## src/rtl/core/mbs_pkg.sv

```systemverilog
// shared types, codes and sizes of the multipart boundary scanner
package mbs_pkg;

	localparam int MAX_PATTERN = 64;
	localparam int PTR_W       = $clog2(MAX_PATTERN);
	localparam int CNT_W       = PTR_W + 1;
	localparam int QUEUE_DEPTH = 4;
	localparam int QPTR_W      = $clog2(QUEUE_DEPTH);

	localparam logic [7:0] DASH_BYTE = 8'h2D;

	typedef logic [1:0] cmd_t;
	localparam cmd_t CMD_DATA   = 2'd0;
	localparam cmd_t CMD_END    = 2'd1;
	localparam cmd_t CMD_LOAD   = 2'd2;
	localparam cmd_t CMD_RESUME = 2'd3;

	typedef logic [1:0] kind_t;
	localparam kind_t KIND_BODY     = 2'd0;
	localparam kind_t KIND_BOUNDARY = 2'd1;
	localparam kind_t KIND_HEADER   = 2'd2;
	localparam kind_t KIND_END      = 2'd3;

	localparam logic [2:0] ST_IDLE  = 3'd0;
	localparam logic [2:0] ST_CMP   = 3'd1;
	localparam logic [2:0] ST_REL   = 3'd2;
	localparam logic [2:0] ST_FIN   = 3'd3;
	localparam logic [2:0] ST_FLUSH = 3'd4;

	typedef struct packed {
		cmd_t       cmd;
		logic [7:0] data;
		logic [5:0] index;
	} op_t;

	typedef struct packed {
		kind_t      kind;
		logic [7:0] data;
		logic       fin;
	} res_t;

	typedef struct packed {
		logic [2:0]       state;
		logic [CNT_W-1:0] count;
		logic             mode;
		logic [1:0]       dash;
		logic             pend_valid;
	} bk_status_t;

endpackage

```

## src/rtl/core/mbs_front.sv

```systemverilog
// input side: accepts stream transfers, decodes them into operations and queues them
module mbs_front (
	input  logic              clk,
	input  logic              arst_n,
	input  logic              s_tvalid,
	output logic              s_tready,
	input  logic [15:0]       s_tdata,
	input  logic [1:0]        s_tuser,
	output logic              q_valid,
	output mbs_pkg::op_t      q_op,
	input  logic              q_pop
);

	mbs_pkg::op_t                  queue_q [mbs_pkg::QUEUE_DEPTH];
	logic [mbs_pkg::QPTR_W-1:0]    wr_ptr_q;
	logic [mbs_pkg::QPTR_W-1:0]    rd_ptr_q;
	logic [mbs_pkg::QPTR_W:0]      fill_q;
	mbs_pkg::op_t                  op_in;
	logic                          push;
	logic                          pop;

	always_comb begin
		op_in.cmd   = s_tuser;
		op_in.data  = s_tdata[7:0];
		op_in.index = s_tdata[13:8];
		// a data byte never carries a store index
		if (s_tuser != mbs_pkg::CMD_LOAD) begin
			op_in.index = '0;
		end
	end

	assign s_tready = (fill_q != (mbs_pkg::QPTR_W+1)'(mbs_pkg::QUEUE_DEPTH));
	assign push     = s_tvalid && s_tready;
	assign q_valid  = (fill_q != '0);
	assign pop      = q_pop && q_valid;
	assign q_op     = queue_q[rd_ptr_q];

	always_ff @(posedge clk) begin
		if (push) begin
			queue_q[wr_ptr_q] <= op_in;
		end
	end

	always_ff @(posedge clk or negedge arst_n) begin
		if (!arst_n) begin
			wr_ptr_q <= '0;
			rd_ptr_q <= '0;
			fill_q   <= '0;
		end else begin
			if (push) begin
				wr_ptr_q <= wr_ptr_q + mbs_pkg::QPTR_W'(1);
			end
			if (pop) begin
				rd_ptr_q <= rd_ptr_q + mbs_pkg::QPTR_W'(1);
			end
			if (push && !pop) begin
				fill_q <= fill_q + (mbs_pkg::QPTR_W+1)'(1);
			end else if (pop && !push) begin
				fill_q <= fill_q - (mbs_pkg::QPTR_W+1)'(1);
			end
		end
	end

endmodule

```

## src/rtl/core/mbs_back.sv

```systemverilog
// scan engine: held window and pattern memories, serial compare, result register
module mbs_back (
	input  logic                    clk,
	input  logic                    arst_n,
	input  logic                    cfg_we,
	input  logic [6:0]              cfg_wdata,
	input  logic                    q_valid,
	input  mbs_pkg::op_t            q_op,
	output logic                    q_pop,
	output logic                    m_tvalid,
	input  logic                    m_tready,
	output logic [7:0]              m_tdata,
	output logic [2:0]              m_tuser,
	output logic                    m_tlast,
	output mbs_pkg::bk_status_t     status
);

	localparam int PW = mbs_pkg::PTR_W;
	localparam int CW = mbs_pkg::CNT_W;

	logic [7:0] win_mem [mbs_pkg::MAX_PATTERN];
	logic [7:0] pat_mem [mbs_pkg::MAX_PATTERN];

	logic [2:0]    state_q, state_n;
	logic [PW-1:0] head_q, head_n;
	logic [CW-1:0] count_q, count_n;
	logic [PW-1:0] idx_q, idx_n;
	logic          mode_q, mode_n;
	logic [1:0]    dash_q, dash_n;
	logic          verified_q, verified_n;
	logic [6:0]    len_q;
	logic          pend_valid_q, pend_valid_n;
	mbs_pkg::res_t pend_q, pend_n;
	logic          out_valid_q;
	mbs_pkg::res_t out_q;
	logic          out_last_q;

	logic [7:0]    win_rdata_q;
	logic [7:0]    pat_rdata_q;
	logic [PW-1:0] win_raddr;
	logic          win_we;
	logic [PW-1:0] win_waddr;
	logic          pat_we;

	logic [CW-1:0] len_eff;
	logic          out_free;
	logic          put_ok;
	logic          mismatch;
	logic          out_load;
	mbs_pkg::res_t out_res;
	logic          out_last;
	logic [1:0]    dash_hdr;

	always_comb begin
		if (len_q == '0) begin
			len_eff = CW'(1);
		end else if (len_q > 7'(mbs_pkg::MAX_PATTERN)) begin
			len_eff = CW'(mbs_pkg::MAX_PATTERN);
		end else begin
			len_eff = CW'(len_q);
		end
	end

	assign out_free = !out_valid_q || m_tready;
	assign put_ok   = !pend_valid_q || out_free;
	assign mismatch = (count_q > len_eff) || (win_rdata_q != pat_rdata_q);

	always_comb begin
		dash_hdr = dash_q;
		if (dash_q < 2'd2) begin
			dash_hdr = (q_op.data == mbs_pkg::DASH_BYTE) ? dash_q + 2'd1 : 2'd3;
		end
	end

	always_comb begin
		state_n      = state_q;
		head_n       = head_q;
		count_n      = count_q;
		idx_n        = idx_q;
		mode_n       = mode_q;
		dash_n       = dash_q;
		verified_n   = verified_q;
		pend_valid_n = pend_valid_q;
		pend_n       = pend_q;
		q_pop        = 1'b0;
		win_we       = 1'b0;
		win_waddr    = head_q + count_q[PW-1:0];
		pat_we       = 1'b0;
		out_load     = 1'b0;
		out_res      = pend_q;
		out_last     = 1'b0;

		unique case (state_q)
			mbs_pkg::ST_IDLE: begin
				if (q_valid) begin
					unique case (q_op.cmd)
						mbs_pkg::CMD_DATA: begin
							if (!mode_q) begin
								q_pop   = 1'b1;
								win_we  = 1'b1;
								count_n = count_q + CW'(1);
								// a verified window only needs the new byte checked
								idx_n   = verified_q ? count_q[PW-1:0] : '0;
								state_n = mbs_pkg::ST_CMP;
							end else if (out_free) begin
								q_pop        = 1'b1;
								dash_n       = dash_hdr;
								out_load     = 1'b1;
								out_res.kind = mbs_pkg::KIND_HEADER;
								out_res.data = q_op.data;
								out_res.fin  = (dash_hdr == 2'd2);
								out_last     = 1'b1;
							end
						end
						mbs_pkg::CMD_END: begin
							if (!mode_q && count_q != '0) begin
								q_pop   = 1'b1;
								idx_n   = '0;
								state_n = mbs_pkg::ST_FLUSH;
							end else if (out_free) begin
								q_pop        = 1'b1;
								out_load     = 1'b1;
								out_res.kind = mbs_pkg::KIND_END;
								out_res.data = '0;
								out_res.fin  = 1'b0;
								out_last     = 1'b1;
							end
						end
						mbs_pkg::CMD_LOAD: begin
							q_pop      = 1'b1;
							pat_we     = (7'(q_op.index) < 7'(mbs_pkg::MAX_PATTERN));
							verified_n = 1'b0;
						end
						mbs_pkg::CMD_RESUME: begin
							q_pop  = 1'b1;
							mode_n = 1'b0;
							dash_n = '0;
						end
						default: ;
					endcase
				end
			end

			mbs_pkg::ST_CMP: begin
				if (mismatch) begin
					if (idx_q == '0) begin
						// read data is the oldest held byte: release it
						if (put_ok) begin
							if (pend_valid_q) begin
								out_load = 1'b1;
							end
							pend_valid_n = 1'b1;
							pend_n.kind  = mbs_pkg::KIND_BODY;
							pend_n.data  = win_rdata_q;
							pend_n.fin   = 1'b0;
							head_n       = head_q + PW'(1);
							count_n      = count_q - CW'(1);
							state_n      = (count_q == CW'(1)) ? mbs_pkg::ST_FIN : mbs_pkg::ST_CMP;
						end
					end else begin
						idx_n   = '0;
						state_n = mbs_pkg::ST_REL;
					end
				end else if (({1'b0, idx_q} + CW'(1)) < count_q) begin
					idx_n = idx_q + PW'(1);
				end else if (count_q == len_eff) begin
					if (put_ok) begin
						if (pend_valid_q) begin
							out_load = 1'b1;
						end
						pend_valid_n = 1'b1;
						pend_n.kind  = mbs_pkg::KIND_BOUNDARY;
						pend_n.data  = '0;
						pend_n.fin   = 1'b0;
						count_n      = '0;
						idx_n        = '0;
						mode_n       = 1'b1;
						dash_n       = '0;
						verified_n   = 1'b1;
						state_n      = mbs_pkg::ST_FIN;
					end
				end else begin
					verified_n = 1'b1;
					state_n    = pend_valid_q ? mbs_pkg::ST_FIN : mbs_pkg::ST_IDLE;
				end
			end

			mbs_pkg::ST_REL: begin
				if (put_ok) begin
					if (pend_valid_q) begin
						out_load = 1'b1;
					end
					pend_valid_n = 1'b1;
					pend_n.kind  = mbs_pkg::KIND_BODY;
					pend_n.data  = win_rdata_q;
					pend_n.fin   = 1'b0;
					head_n       = head_q + PW'(1);
					count_n      = count_q - CW'(1);
					state_n      = (count_q == CW'(1)) ? mbs_pkg::ST_FIN : mbs_pkg::ST_CMP;
				end
			end

			mbs_pkg::ST_FIN: begin
				if (!pend_valid_q) begin
					state_n = mbs_pkg::ST_IDLE;
				end else if (out_free) begin
					out_load     = 1'b1;
					out_last     = 1'b1;
					pend_valid_n = 1'b0;
					state_n      = mbs_pkg::ST_IDLE;
				end
			end

			mbs_pkg::ST_FLUSH: begin
				if (out_free) begin
					out_load = 1'b1;
					if (count_q == '0) begin
						out_res.kind = mbs_pkg::KIND_END;
						out_res.data = '0;
						out_res.fin  = 1'b0;
						out_last     = 1'b1;
						state_n      = mbs_pkg::ST_IDLE;
					end else begin
						out_res.kind = mbs_pkg::KIND_BODY;
						out_res.data = win_rdata_q;
						out_res.fin  = 1'b0;
						head_n       = head_q + PW'(1);
						count_n      = count_q - CW'(1);
					end
				end
			end

			default: begin
				state_n = mbs_pkg::ST_IDLE;
			end
		endcase
	end

	// reads follow the next head and index so data lines up with the registered state
	assign win_raddr = head_n + idx_n;

	always_ff @(posedge clk) begin
		if (win_we) begin
			win_mem[win_waddr] <= q_op.data;
		end
		if (win_we && win_waddr == win_raddr) begin
			win_rdata_q <= q_op.data;
		end else begin
			win_rdata_q <= win_mem[win_raddr];
		end
	end

	always_ff @(posedge clk) begin
		if (pat_we) begin
			pat_mem[q_op.index[PW-1:0]] <= q_op.data;
		end
		pat_rdata_q <= pat_mem[idx_n];
	end

	always_ff @(posedge clk) begin
		pend_q <= pend_n;
		if (out_load) begin
			out_q      <= out_res;
			out_last_q <= out_last;
		end
	end

	always_ff @(posedge clk or negedge arst_n) begin
		if (!arst_n) begin
			state_q      <= mbs_pkg::ST_IDLE;
			head_q       <= '0;
			count_q      <= '0;
			idx_q        <= '0;
			mode_q       <= 1'b0;
			dash_q       <= '0;
			verified_q   <= 1'b0;
			len_q        <= 7'd4;
			pend_valid_q <= 1'b0;
			out_valid_q  <= 1'b0;
		end else begin
			state_q      <= state_n;
			head_q       <= head_n;
			count_q      <= count_n;
			idx_q        <= idx_n;
			mode_q       <= mode_n;
			dash_q       <= dash_n;
			pend_valid_q <= pend_valid_n;
			if (cfg_we) begin
				len_q      <= cfg_wdata;
				verified_q <= 1'b0;
			end else begin
				verified_q <= verified_n;
			end
			if (out_load) begin
				out_valid_q <= 1'b1;
			end else if (m_tready) begin
				out_valid_q <= 1'b0;
			end
		end
	end

	assign m_tvalid = out_valid_q;
	assign m_tdata  = out_q.data;
	assign m_tuser  = {out_q.fin, out_q.kind};
	assign m_tlast  = out_last_q;

	assign status.state      = state_q;
	assign status.count      = count_q;
	assign status.mode       = mode_q;
	assign status.dash       = dash_q;
	assign status.pend_valid = pend_valid_q;

endmodule

```

## src/rtl/core/multipart_boundary_scanner_top.sv

```systemverilog
// top level of the multipart boundary scanner: front queue, scan engine, checks
// Pattern loads, resumes, header bytes and end of stream outside body mode are
// handled directly in the idle state of the engine. A body byte is popped from the queue and
// then compared while the held bytes stay a prefix of the pattern; a boundary closes the run
// in a final state. After a mismatch held bytes are released one at a time, through a release
// state when the break was past the first held byte, and the remaining held bytes are compared
// one at a time, since the window and pattern memories have one read port each. End of stream
// in body mode releases each held byte and then an end marker. A four-entry queue in front
// lets the input side keep accepting while the engine works or the output stalls.
module multipart_boundary_scanner_top (
	input  logic        clk,
	input  logic        arst_n,
	input  logic        cfg_we,
	input  logic [6:0]  cfg_wdata,     // pattern_length
	input  logic        s_tvalid,
	output logic        s_tready,
	input  logic [15:0] s_tdata,       // data_byte [7:0], pattern_index [13:8], zero [15:14]
	input  logic [1:0]  s_tuser,       // cmd [1:0]
	output logic        m_tvalid,
	input  logic        m_tready,
	output logic [7:0]  m_tdata,       // out_byte [7:0]
	output logic [2:0]  m_tuser,       // kind [1:0], final_part [2]
	output logic        m_tlast
);

	logic                 q_valid;
	mbs_pkg::op_t         q_op;
	logic                 q_pop;
	mbs_pkg::bk_status_t  st;

	mbs_front u_front (
		.clk      (clk),
		.arst_n   (arst_n),
		.s_tvalid (s_tvalid),
		.s_tready (s_tready),
		.s_tdata  (s_tdata),
		.s_tuser  (s_tuser),
		.q_valid  (q_valid),
		.q_op     (q_op),
		.q_pop    (q_pop)
	);

	mbs_back u_back (
		.clk       (clk),
		.arst_n    (arst_n),
		.cfg_we    (cfg_we),
		.cfg_wdata (cfg_wdata),
		.q_valid   (q_valid),
		.q_op      (q_op),
		.q_pop     (q_pop),
		.m_tvalid  (m_tvalid),
		.m_tready  (m_tready),
		.m_tdata   (m_tdata),
		.m_tuser   (m_tuser),
		.m_tlast   (m_tlast),
		.status    (st)
	);

	a_count_bound: assert property (@(posedge clk) disable iff (!arst_n)
		st.count <= mbs_pkg::CNT_W'(mbs_pkg::MAX_PATTERN))
		else $error("held window count beyond pattern store size");

	a_header_empty: assert property (@(posedge clk) disable iff (!arst_n)
		st.mode |-> (st.count == '0))
		else $error("bytes held while in header mode");

	a_dash_mode: assert property (@(posedge clk) disable iff (!arst_n)
		(st.dash != 2'd0) |-> st.mode)
		else $error("dash count set outside header mode");

	a_pend_state: assert property (@(posedge clk) disable iff (!arst_n)
		st.pend_valid |-> (st.state == mbs_pkg::ST_CMP || st.state == mbs_pkg::ST_REL ||
			st.state == mbs_pkg::ST_FIN))
		else $error("pending result left over outside a body scan");

endmodule
```

## config.mk

```make
export PLATFORM = sky130hd
export DESIGN_NAME = multipart_boundary_scanner_top
export DESIGN_NICKNAME = d
export VERILOG_FILES = /design/src/rtl/core/mbs_pkg.sv /design/src/rtl/core/mbs_front.sv /design/src/rtl/core/mbs_back.sv /design/src/rtl/core/multipart_boundary_scanner_top.sv
export SDC_FILE = /design/constraint.sdc
export NUM_CORES = 1
export LEC_CHECK = 0
export BUFFER_PORTS_ARGS = -buffer_cell sky130_fd_sc_hd__buf_2
export CORE_MARGIN = 5
export CORE_UTILIZATION = 55
export DETAILED_ROUTE_END_ITERATION = 8
export GPL_TIMING_DRIVEN = 0
export PLACE_DENSITY_LB_ADDON = 0.2
export SLEW_MARGIN = 10
export SYNTH_ARGS = -nofsm -noshare
export SYNTH_HDL_FRONTEND = slang
export SYNTH_SLANG_ARGS = --single-unit
```

## constraint.sdc

```tcl
create_clock -name clk -period 6.25 [get_ports clk]
set_input_delay 0.3125 -clock clk [delete_from_list [all_inputs] [get_ports clk]]
set_output_delay 0.3125 -clock clk [all_outputs]
set_load 0.01 [all_outputs]
```

==> results of run 1 <==
-- power groups by stage --
stage	combinational [uW]	clock (uW)	sequential, uW
floorplan	6600	0	10700
global placement	10400	0	10900
detailed placement	11000	0	10800
CTS	11400	6820	10600
global route	12300	7180	10700
finish	11700	6770	10600
-- sequential cells by signal, summed over array words and instances (netlist names), 2 cells and up, named ones only --
register,count
u_back.count_q,7
u_back.dash_q,2
u_back.head_q,6
u_back.idx_q,6
u_back.len_q,7
u_back.m_tdata,8
u_back.m_tuser,3
u_back.pat_mem,512
u_back.pat_rdata_q,8
u_back.pend_q,11
u_back.state_q,3
u_back.win_mem,512
u_front.fill_q,3
u_front.queue_q,64
u_front.rd_ptr_q,2
u_front.wr_ptr_q,2
-- critical path: stages, from the launching register on --
cell                        delay (ps)
sky130_fd_sc_hd__dfxtp_1           320
sky130_fd_sc_hd__buf_6             210
sky130_fd_sc_hd__buf_8             220
sky130_fd_sc_hd__buf_12            210
sky130_fd_sc_hd__buf_6             210
sky130_fd_sc_hd__buf_8             220
sky130_fd_sc_hd__mux2i_2           310
sky130_fd_sc_hd__nand2_1           150
sky130_fd_sc_hd__a32oi_4           420
sky130_fd_sc_hd__xor2_2            230
sky130_fd_sc_hd__nand3_2           180
sky130_fd_sc_hd__or4_1             550
sky130_fd_sc_hd__buf_2             200
sky130_fd_sc_hd__o211ai_4          260
sky130_fd_sc_hd__nand2_1           140
sky130_fd_sc_hd__inv_2             150
sky130_fd_sc_hd__buf_6             160
sky130_fd_sc_hd__buf_4             230
sky130_fd_sc_hd__nand2_1            70
sky130_fd_sc_hd__a32o_1            230
sky130_fd_sc_hd__a2111oi_2         670
sky130_fd_sc_hd__o2111ai_2         360
sky130_fd_sc_hd__nor4_4            430
-- timing repair --
item,CTS,global route
resized for setup,135,61
endpoints found under the setup margin,46,10
hold buffers,24,0
buffers inserted,1,3
pin swaps,8,8
endpoints found under the hold margin,112,0
-- path summary, 6_finish.rpt --
check	start	end	slack [ps]
hold reg to reg	u_back.dash_q[0]$_DFFE_PN0P_	u_back.dash_q[0]$_DFFE_PN0P_	480
hold / removal	cfg_we	u_back.len_q[6]$_DFFE_PN0P_	30
setup reg to reg	flip-flop	u_back.pat_rdata_q[4]$_DFF_P_	-40
max in group asynchronous	arst_n	u_back.idx_q[1]$_DFF_PN0_	5260
setup / recovery	flip-flop	u_back.pat_rdata_q[4]$_DFF_P_	-40
min in group asynchronous	arst_n	u_front.wr_ptr_q[0]$_DFFE_PN0P_	320
-- Yosys cell counts (15+ instances only) --
| cell | n |
|---|---|
| sky130_fd_sc_hd__o22ai_1 | 30 |
| sky130_fd_sc_hd__a22oi_1 | 15 |
| sky130_fd_sc_hd__and3_1 | 115 |
| sky130_fd_sc_hd__mux4_2 | 129 |
| sky130_fd_sc_hd__buf_1 | 15 |
| sky130_fd_sc_hd__a32oi_1 | 30 |
| sky130_fd_sc_hd__nand2_1 | 501 |
| sky130_fd_sc_hd__a211oi_1 | 29 |
| sky130_fd_sc_hd__buf_4 | 15 |
| sky130_fd_sc_hd__nor4_1 | 52 |
| sky130_fd_sc_hd__o31a_1 | 22 |
| sky130_fd_sc_hd__a21boi_0 | 24 |
| sky130_fd_sc_hd__nand4_1 | 16 |
| sky130_fd_sc_hd__nor2_1 | 225 |
| sky130_fd_sc_hd__ha_1 | 34 |
| sky130_fd_sc_hd__a21oi_1 | 108 |
| sky130_fd_sc_hd__mux2_2 | 21 |
| sky130_fd_sc_hd__a31oi_1 | 37 |
| sky130_fd_sc_hd__inv_1 | 31 |
| sky130_fd_sc_hd__o21ai_0 | 92 |
| sky130_fd_sc_hd__nand3_1 | 48 |
| sky130_fd_sc_hd__nand2b_1 | 19 |
| sky130_fd_sc_hd__buf_2 | 54 |
| sky130_fd_sc_hd__mux2i_1 | 59 |
| sky130_fd_sc_hd__dfrtp_1 | 41 |
| sky130_fd_sc_hd__xor2_1 | 16 |
| sky130_fd_sc_hd__clkbuf_1 | 89 |
| sky130_fd_sc_hd__xnor2_1 | 20 |
| sky130_fd_sc_hd__edfxtp_1 | 1111 |
| sky130_fd_sc_hd__nor3_1 | 31 |
-- metrics by stage --
| step | setup slack (ps) | instance area (um^2) | hold WS, ps | instances |
|---|---|---|---|---|
| global placement | -2000 | 50000 | 473 | 4413 |
| global route | -116 | 54800 | 45.1 | 4657 |
| finish | -41.1 | 54800 | 29.9 | 4657 |
| detailed placement | -2100 | 50300 | 472 | 4424 |
| CTS | 19.6 | 54700 | 4.56 | 4656 |
| floorplan | 1440 | 48300 | 16.9 | 3218 |
-- metal layers --
metal | global-route usage [%] | wire length [um] | up-vias
li1 | - | - | 12840
met1 | 37.4 | 50500 | 15230
met3 | 5.15 | 11600 | 364
met2 | 46.8 | 65200 | 1711
met4 | 11.6 | 6670 | 0
met5 | 0 | 0 | -
-- area by class of cell --
class                           count  area, um^2  area share (%)
Buffer                            175        1010            1.85
Clock buffer                      153        3200            5.83
Clock inverter                     54         482           0.879
Inverter                           37         149           0.272
Multi-Input combinational cell   1837       13100            23.9
Sequential cell                  1167       34700            63.3
Tap cell                         1155        1450            2.64
Timing Repair Buffer               79         736            1.34
-- logic make-up after synthesis --
logic type | after synthesis | synth area share (%)
flops | 1167 | 71.8
simple gates | 1064 | 9.99
compound gates | 491 | 6.84
buf+inv | 214 | 1.99
mux | 209 | 7.72
fa+ha+maj | 37 | 1.00
xor+xnor | 36 | 0.652
-- cell usage in the layout, fill, tap and decap left out, types with 29 or more instances in the layout --
cell                        Yosys  final
sky130_fd_sc_hd__a31oi_1       37     36
sky130_fd_sc_hd__clkbuf_1      89     86
sky130_fd_sc_hd__buf_4         15     29
sky130_fd_sc_hd__nand2_1      501    499
sky130_fd_sc_hd__a211oi_1      29     29
sky130_fd_sc_hd__inv_1         31     31
sky130_fd_sc_hd__a32oi_1       30     29
sky130_fd_sc_hd__ha_1          34     34
sky130_fd_sc_hd__nand3_1       48     47
sky130_fd_sc_hd__edfxtp_1    1111   1111
sky130_fd_sc_hd__dfrtp_1       41     41
sky130_fd_sc_hd__nor4_1        52     48
sky130_fd_sc_hd__and3_1       115    115
sky130_fd_sc_hd__mux4_2       129    121
sky130_fd_sc_hd__buf_2         54     70
sky130_fd_sc_hd__a21oi_1      108    107
sky130_fd_sc_hd__mux2i_1       59     51
sky130_fd_sc_hd__nor2_1       225    222
sky130_fd_sc_hd__o22ai_1       30     30
sky130_fd_sc_hd__clkbuf_16      0    119
sky130_fd_sc_hd__o21ai_0       92     80
==> run_summary.xml, run 1 <==
<?xml version="1.0" encoding="UTF-8"?>
<metrics>
  <group name="grt">
    <metric name="pin_count_of_the_biggest_net_entering_global_routing" unit="">89</metric>
    <metric name="globalRouteOverflowTotal" unit="">0</metric>
    <metric name="antenna_found_initial" unit="">1</metric>
    <metric name="first_global_vias" unit="">29951</metric>
    <metric name="grt_pass1_wl" unit="mm">197</metric>
    <metric name="global_route.usage.total" unit="%">28.2</metric>
  </group>
  <group name="sta">
    <metric name="finalHoldViolations" unit="">0</metric>
    <metric name="worstMarginPinSlew" unit="ps">1070</metric>
    <metric name="timing.final.ws_setup" unit="ps">-41.1</metric>
    <metric name="clock_skew" unit="ps">40.1</metric>
    <metric name="worst_slew_margin_rel" unit="%">28.2</metric>
    <metric name="grt_setup_unrepaired" unit="">true</metric>
    <metric name="final_max_slew_viol_count" unit="">0</metric>
    <metric name="fmaxAchievable" unit="MHz">159</metric>
    <metric name="layout_worst_path_cycle_share" unit="%">101</metric>
    <metric name="finalSetupTns" unit="ps">-81.4</metric>
    <metric name="timing.final.setup_violations" unit="">2</metric>
    <metric name="final_period_minus_worst_setup_slack" unit="ps">6290</metric>
  </group>
  <group name="drt">
    <metric name="first_iteration_detailed_routing_drc_count" unit="">3777</metric>
    <metric name="detailedRoute.firstPassIterationCount" unit="">6</metric>
    <metric name="num_vias" unit="">30145</metric>
    <metric name="wirelength" unit="mm">134</metric>
    <metric name="post_detailed_route_wirelength_per_cell" unit="um">28.8</metric>
    <metric name="drc" unit="">0</metric>
    <metric name="antenna_violating_nets_post_route" unit="">0</metric>
    <metric name="post_drt_via_cell_ratio" unit="">6.47</metric>
  </group>
  <group name="logic_synthesis">
    <metric name="synth-seq-area-share" unit="%">71.8</metric>
    <metric name="yosys-top-cells-area" unit="">sky130_fd_sc_hd__edfxtp_1 69%, sky130_fd_sc_hd__mux4_2 6.0%, sky130_fd_sc_hd__nand2_1 3.9%</metric>
    <metric name="postSynthCellCount" unit="">3218</metric>
    <metric name="synth.ff_latch_count" unit="">1167</metric>
    <metric name="synth_top_area_share" unit="%">69.0</metric>
    <metric name="postSynth.asyncResetShare" unit="%">3.60</metric>
    <metric name="synth_area" unit="um^2">48300</metric>
    <metric name="synth-edff-count" unit="">1111</metric>
    <metric name="yosysTopAreaCell" unit="">sky130_fd_sc_hd__edfxtp_1</metric>
    <metric name="synth_warnings" unit="">0</metric>
    <metric name="syn-num-nets" unit="">3285</metric>
    <metric name="avgSynthCellArea" unit="um^2">15.0</metric>
    <metric name="post_synth_cell_types" unit="">79</metric>
    <metric name="yosys_most_used_dff" unit="">sky130_fd_sc_hd__edfxtp_1</metric>
  </group>
  <group name="run_status">
    <metric name="violations" unit="">negative setup slack</metric>
    <metric name="run_status" unit="">finished with violations</metric>
  </group>
  <group name="worst_setup_path">
    <metric name="cp.required" unit="ps">6850</metric>
    <metric name="end_kind" unit="">flip-flop</metric>
    <metric name="criticalPathCategory" unit="">reg2reg</metric>
    <metric name="worst_ep_arrival_time" unit="ps">6890</metric>
    <metric name="crit_path_max_fanout" unit="">10</metric>
    <metric name="crit_path_start_kind" unit="">flip-flop</metric>
    <metric name="reg2regPathDepth" unit="">22</metric>
  </group>
  <group name="power">
    <metric name="share_comb_of_total_power" unit="%">40.2</metric>
    <metric name="p_clk_share" unit="%">23.3</metric>
    <metric name="power_frac_seq" unit="%">36.5</metric>
    <metric name="total_leakage_power" unit="uW">0.0185</metric>
    <metric name="power.share.switching" unit="%">38.6</metric>
    <metric name="post-layout-total-power" unit="uW">29100</metric>
    <metric name="cellPowerDensity" unit="nW/um^2">530</metric>
    <metric name="p_int" unit="uW">17900</metric>
    <metric name="power.net_switching" unit="uW">11200</metric>
    <metric name="ir_drop" unit="V">0.000709</metric>
  </group>
  <group name="finish">
    <metric name="fin_util" unit="%">63.0</metric>
    <metric name="finalNetCount" unit="">3479</metric>
    <metric name="antenna-diode-count" unit="">0</metric>
    <metric name="layout_cells_sized_above_1" unit="%">15.4</metric>
    <metric name="final.fill_count" unit="">6240</metric>
    <metric name="area_delta_synth_final" unit="%">13.4</metric>
  </group>
  <group name="clock_tree">
    <metric name="ctsHtreeMaxLevel" unit="">3</metric>
    <metric name="cts.reportedPaths.clkPinSlew" unit="ps">60</metric>
    <metric name="clk_latency" unit="ps">710</metric>
    <metric name="cts_buffers" unit="">115</metric>
    <metric name="cts_num_sinks" unit="">1167</metric>
    <metric name="cts_tree" unit="">built</metric>
    <metric name="ctsRootBufferMaster" unit="">sky130_fd_sc_hd__clkbuf_16</metric>
    <metric name="max-clock-path-buffers" unit="">3</metric>
  </group>
  <group name="placed_design">
    <metric name="port_buffers" unit="">40</metric>
    <metric name="dpl.hpwl" unit="mm">89.0</metric>
    <metric name="globalplace.congestion" unit="">0.937</metric>
  </group>
  <group name="min_path">
    <metric name="min_delay_path_depth" unit="">3</metric>
    <metric name="hold_path_class" unit="">in2reg</metric>
  </group>
  <group name="floorplan">
    <metric name="die-height" unit="um">306</metric>
    <metric name="floorplan.initialDensity" unit="%">55.5</metric>
    <metric name="core.rowCount" unit="">108</metric>
    <metric name="die_area" unit="um^2">93900</metric>
    <metric name="core" unit="um^2">87000</metric>
    <metric name="die_w" unit="um">306</metric>
    <metric name="num_io_pins" unit="">44</metric>
  </group>
  <group name="run">
    <metric name="cap_violations" unit="">0</metric>
  </group>
</metrics>
Note: power is estimated with default switching activity, not from simulation.
==> run 2, diff against run 1 <==
- SKIP_CTS_REPAIR_TIMING: not set -> 1
==> run 2 against run 1 <==
  * The run ends with negative hold slack left
  * Global-route usage fell by 0.13 points
  * Power about the same
  * Final cell count about the same
  * First-iteration DRC count grew 4.7%
  * Non-clock buffer count is 3 lower
  * Cell area about the same
  * Core utilization is essentially flat
  * Critical path type unchanged
  * Critical endpoint is now u_back.pat_rdata_q[2]$_DFF_P_
==> run_summary.xml, run 2 (same netlist as run 1, synthesis figures left out) <==
<?xml version="1.0" encoding="UTF-8"?>
<metrics>
  <group name="run_status">
    <metric name="run_status" unit="">finished with violations</metric>
    <metric name="violations" unit="">negative hold slack</metric>
  </group>
  <group name="min_path">
    <metric name="timing.hold.worst.start" unit="">s_tdata[10]</metric>
    <metric name="hold-path-endpoint" unit="">u_front.queue_q[3][2]$_DFFE_PP_</metric>
    <metric name="hold_path_class" unit="">in2reg</metric>
    <metric name="min_delay_path_depth" unit="">2</metric>
  </group>
  <group name="drt">
    <metric name="num_vias" unit="">30219</metric>
    <metric name="antenna_violating_nets_post_route" unit="">0</metric>
    <metric name="drc" unit="">0</metric>
    <metric name="post_drt_via_cell_ratio" unit="">6.49</metric>
    <metric name="post_detailed_route_wirelength_per_cell" unit="um">28.8</metric>
    <metric name="detailedRoute.firstPassIterationCount" unit="">7</metric>
    <metric name="wirelength" unit="mm">134</metric>
    <metric name="first_iteration_detailed_routing_drc_count" unit="">3953</metric>
  </group>
  <group name="power">
    <metric name="post-layout-total-power" unit="uW">29100</metric>
    <metric name="total_leakage_power" unit="uW">0.0186</metric>
    <metric name="ir_drop" unit="V">0.000715</metric>
    <metric name="cellPowerDensity" unit="nW/um^2">530</metric>
  </group>
  <group name="finish">
    <metric name="fin_area" unit="um^2">54800</metric>
    <metric name="layout_cells_sized_above_1" unit="%">15.5</metric>
    <metric name="finalNetCount" unit="">3476</metric>
    <metric name="most_common_cell_after_layout_fill_and_taps_aside" unit="">sky130_fd_sc_hd__edfxtp_1</metric>
    <metric name="area_delta_synth_final" unit="%">13.5</metric>
    <metric name="layout.cells.most_common_list" unit="">1111 x sky130_fd_sc_hd__edfxtp_1, 499 x sky130_fd_sc_hd__nand2_1, 222 x sky130_fd_sc_hd__nor2_1, 121 x sky130_fd_sc_hd__mux4_2, 119 x sky130_fd_sc_hd__clkbuf_16</metric>
    <metric name="stdcell_count" unit="">4655</metric>
  </group>
  <group name="sta">
    <metric name="clock_skew" unit="ps">41.0</metric>
    <metric name="final_max_slew_viol_count" unit="">0</metric>
    <metric name="finalHoldViolations" unit="">1</metric>
    <metric name="hold_ws" unit="ps">-0.143</metric>
    <metric name="worst_slew_margin_rel" unit="%">28.1</metric>
    <metric name="worstMarginPinSlew" unit="ps">1080</metric>
    <metric name="fmaxAchievable" unit="MHz">162</metric>
    <metric name="layout_worst_path_cycle_share" unit="%">99.1</metric>
    <metric name="timing.final.setup_violations" unit="">0</metric>
    <metric name="final_period_minus_worst_setup_slack" unit="ps">6190</metric>
  </group>
  <group name="grt">
    <metric name="grt_most_used_layer" unit="">met2</metric>
    <metric name="pin_count_of_the_biggest_net_entering_global_routing" unit="">89</metric>
    <metric name="grt_pass1_wl" unit="mm">196</metric>
    <metric name="gr-usage-met1" unit="%">37.7</metric>
    <metric name="met3_usage" unit="%">5.05</metric>
    <metric name="first_global_vias" unit="">29634</metric>
    <metric name="antenna_found_initial" unit="">2</metric>
    <metric name="globalRouteOverflowTotal" unit="">0</metric>
    <metric name="global_route.usage.total" unit="%">28.1</metric>
    <metric name="groute.layer.met2.usage" unit="%">45.9</metric>
  </group>
  <group name="clock_tree">
    <metric name="cts.reportedPaths.clkPinSlew" unit="ps">60</metric>
    <metric name="ctsHtreeMaxLevel" unit="">3</metric>
    <metric name="ctsRootBufferMaster" unit="">sky130_fd_sc_hd__clkbuf_16</metric>
    <metric name="max-clock-path-buffers" unit="">3</metric>
    <metric name="cts_buffers" unit="">115</metric>
    <metric name="cts_tree" unit="">built</metric>
    <metric name="cts_num_sinks" unit="">1167</metric>
    <metric name="clk_latency" unit="ps">710</metric>
  </group>
  <group name="floorplan">
    <metric name="num_io_pins" unit="">44</metric>
    <metric name="die_w" unit="um">306</metric>
    <metric name="die-height" unit="um">306</metric>
    <metric name="floorplan.initialDensity" unit="%">55.5</metric>
    <metric name="core" unit="um^2">87000</metric>
    <metric name="core.rowCount" unit="">108</metric>
    <metric name="die_area" unit="um^2">93900</metric>
  </group>
  <group name="placed_design">
    <metric name="dpl.hpwl" unit="mm">89.0</metric>
    <metric name="place.detailed.instances" unit="">4424</metric>
    <metric name="dpl_cell_area" unit="um^2">50300</metric>
    <metric name="globalplace.congestion" unit="">0.937</metric>
    <metric name="port_buffers" unit="">40</metric>
  </group>
  <group name="worst_setup_path">
    <metric name="crit_path_max_fanout" unit="">10</metric>
    <metric name="end_kind" unit="">flip-flop</metric>
    <metric name="crit_path_start_kind" unit="">flip-flop</metric>
    <metric name="r2r_slack" unit="ps">60</metric>
    <metric name="worst_ep_arrival_time" unit="ps">6760</metric>
    <metric name="r2r_end" unit="">u_back.pat_rdata_q[2]$_DFF_P_</metric>
    <metric name="cp.required" unit="ps">6820</metric>
    <metric name="reg2regPathDepth" unit="">20</metric>
    <metric name="criticalPathCategory" unit="">reg2reg</metric>
  </group>
  <group name="run">
    <metric name="cap_violations" unit="">0</metric>
  </group>
</metrics>
run 2: cell count changes in the layout (fill, tap and decap cells not counted), moves of 2 or more:
cell                            previous run  this run
sky130_fd_sc_hd__buf_4                    29        20
sky130_fd_sc_hd__clkbuf_4                  8        16
sky130_fd_sc_hd__buf_2                    70        67
sky130_fd_sc_hd__buf_6                    13        16
sky130_fd_sc_hd__a32oi_2                   1         3
sky130_fd_sc_hd__clkbuf_1                 86        84
sky130_fd_sc_hd__clkbuf_2                 28        30
sky130_fd_sc_hd__dlygate4sd3_1            24        22
sky130_fd_sc_hd__mux2i_1                  51        53
sky130_fd_sc_hd__mux2i_2                   6         4
run 2: how the worst max path moves through the flow:
stage | depth (start not counted) | startpoint | slack (ps) | to
CTS | 19 | flip-flop | -2140 | u_back.pat_rdata_q[7]$_DFF_P_
finish | 20 | flip-flop | 60 | u_back.pat_rdata_q[2]$_DFF_P_
floorplan | 25 | flip-flop | 1440 | flip-flop
global route | 21 | flip-flop | -30 | u_back.pat_rdata_q[5]$_DFF_P_
global placement | 19 | flip-flop | -2000 | u_back.pat_rdata_q[7]$_DFF_P_
detailed placement | 19 | flip-flop | -2100 | u_back.pat_rdata_q[7]$_DFF_P_
run 2: per-layer routing:
layer | routed length (um) | vias to the layer above
met3 | 11600 | 355
met2 | 65300 | 1760
met1 | 50600 | 15270
li1 | - | 12832
met4 | 6440 | 2
met5 | 12 | -
run 2: stage by stage:
step	hold slack, ps	util, %	TNS [ps]	setup WS (ps)
after detailed placement	472	57.7	-32970	-2100
after global routing	-0.0861	63.0	-35.4	-26.5
after global placement	473	57.4	-30390	-2000
final	-0.143	63.0	0	58.8
after CTS	-216	62.0	-33680	-2140
after floorplan	16.9	-	0	1440
run 2: cell type report:
class | instances | area, um^2
Fill cell | 6240 | 32200
Antenna cell | 1 | 2.50
Inverter | 37 | 149
Sequential cell | 1167 | 34700
Clock inverter | 54 | 482
Clock buffer | 153 | 3200
Tap cell | 1155 | 1450
Multi-Input combinational cell | 1837 | 13100
Timing Repair Buffer | 75 | 701
Buffer | 176 | 1050
run 2: critical path: stages (launching register included):
cell                        delay [ps]
sky130_fd_sc_hd__dfxtp_1           420
sky130_fd_sc_hd__clkbuf_4          310
sky130_fd_sc_hd__buf_4             300
sky130_fd_sc_hd__mux4_2            350
sky130_fd_sc_hd__mux2i_2           330
sky130_fd_sc_hd__a221oi_1          160
sky130_fd_sc_hd__a32oi_2           380
sky130_fd_sc_hd__xor2_2            230
sky130_fd_sc_hd__nand3_2           190
sky130_fd_sc_hd__or4_1             550
sky130_fd_sc_hd__buf_2             200
sky130_fd_sc_hd__nor4_2            240
sky130_fd_sc_hd__or3_1             150
sky130_fd_sc_hd__buf_4             210
sky130_fd_sc_hd__inv_4              70
sky130_fd_sc_hd__buf_2             200
sky130_fd_sc_hd__clkbuf_1          320
sky130_fd_sc_hd__and3_1            270
sky130_fd_sc_hd__o21ai_1           350
sky130_fd_sc_hd__o2111ai_2         310
sky130_fd_sc_hd__nor4_4            470
run 2: report_power, final:
group          internal (uW)  total (uW)  switching [uW]
combinational           3580       11700            8110
clock                   3900        6770            2870
sequential             10400       10600             241
total                  17900       29100           11200
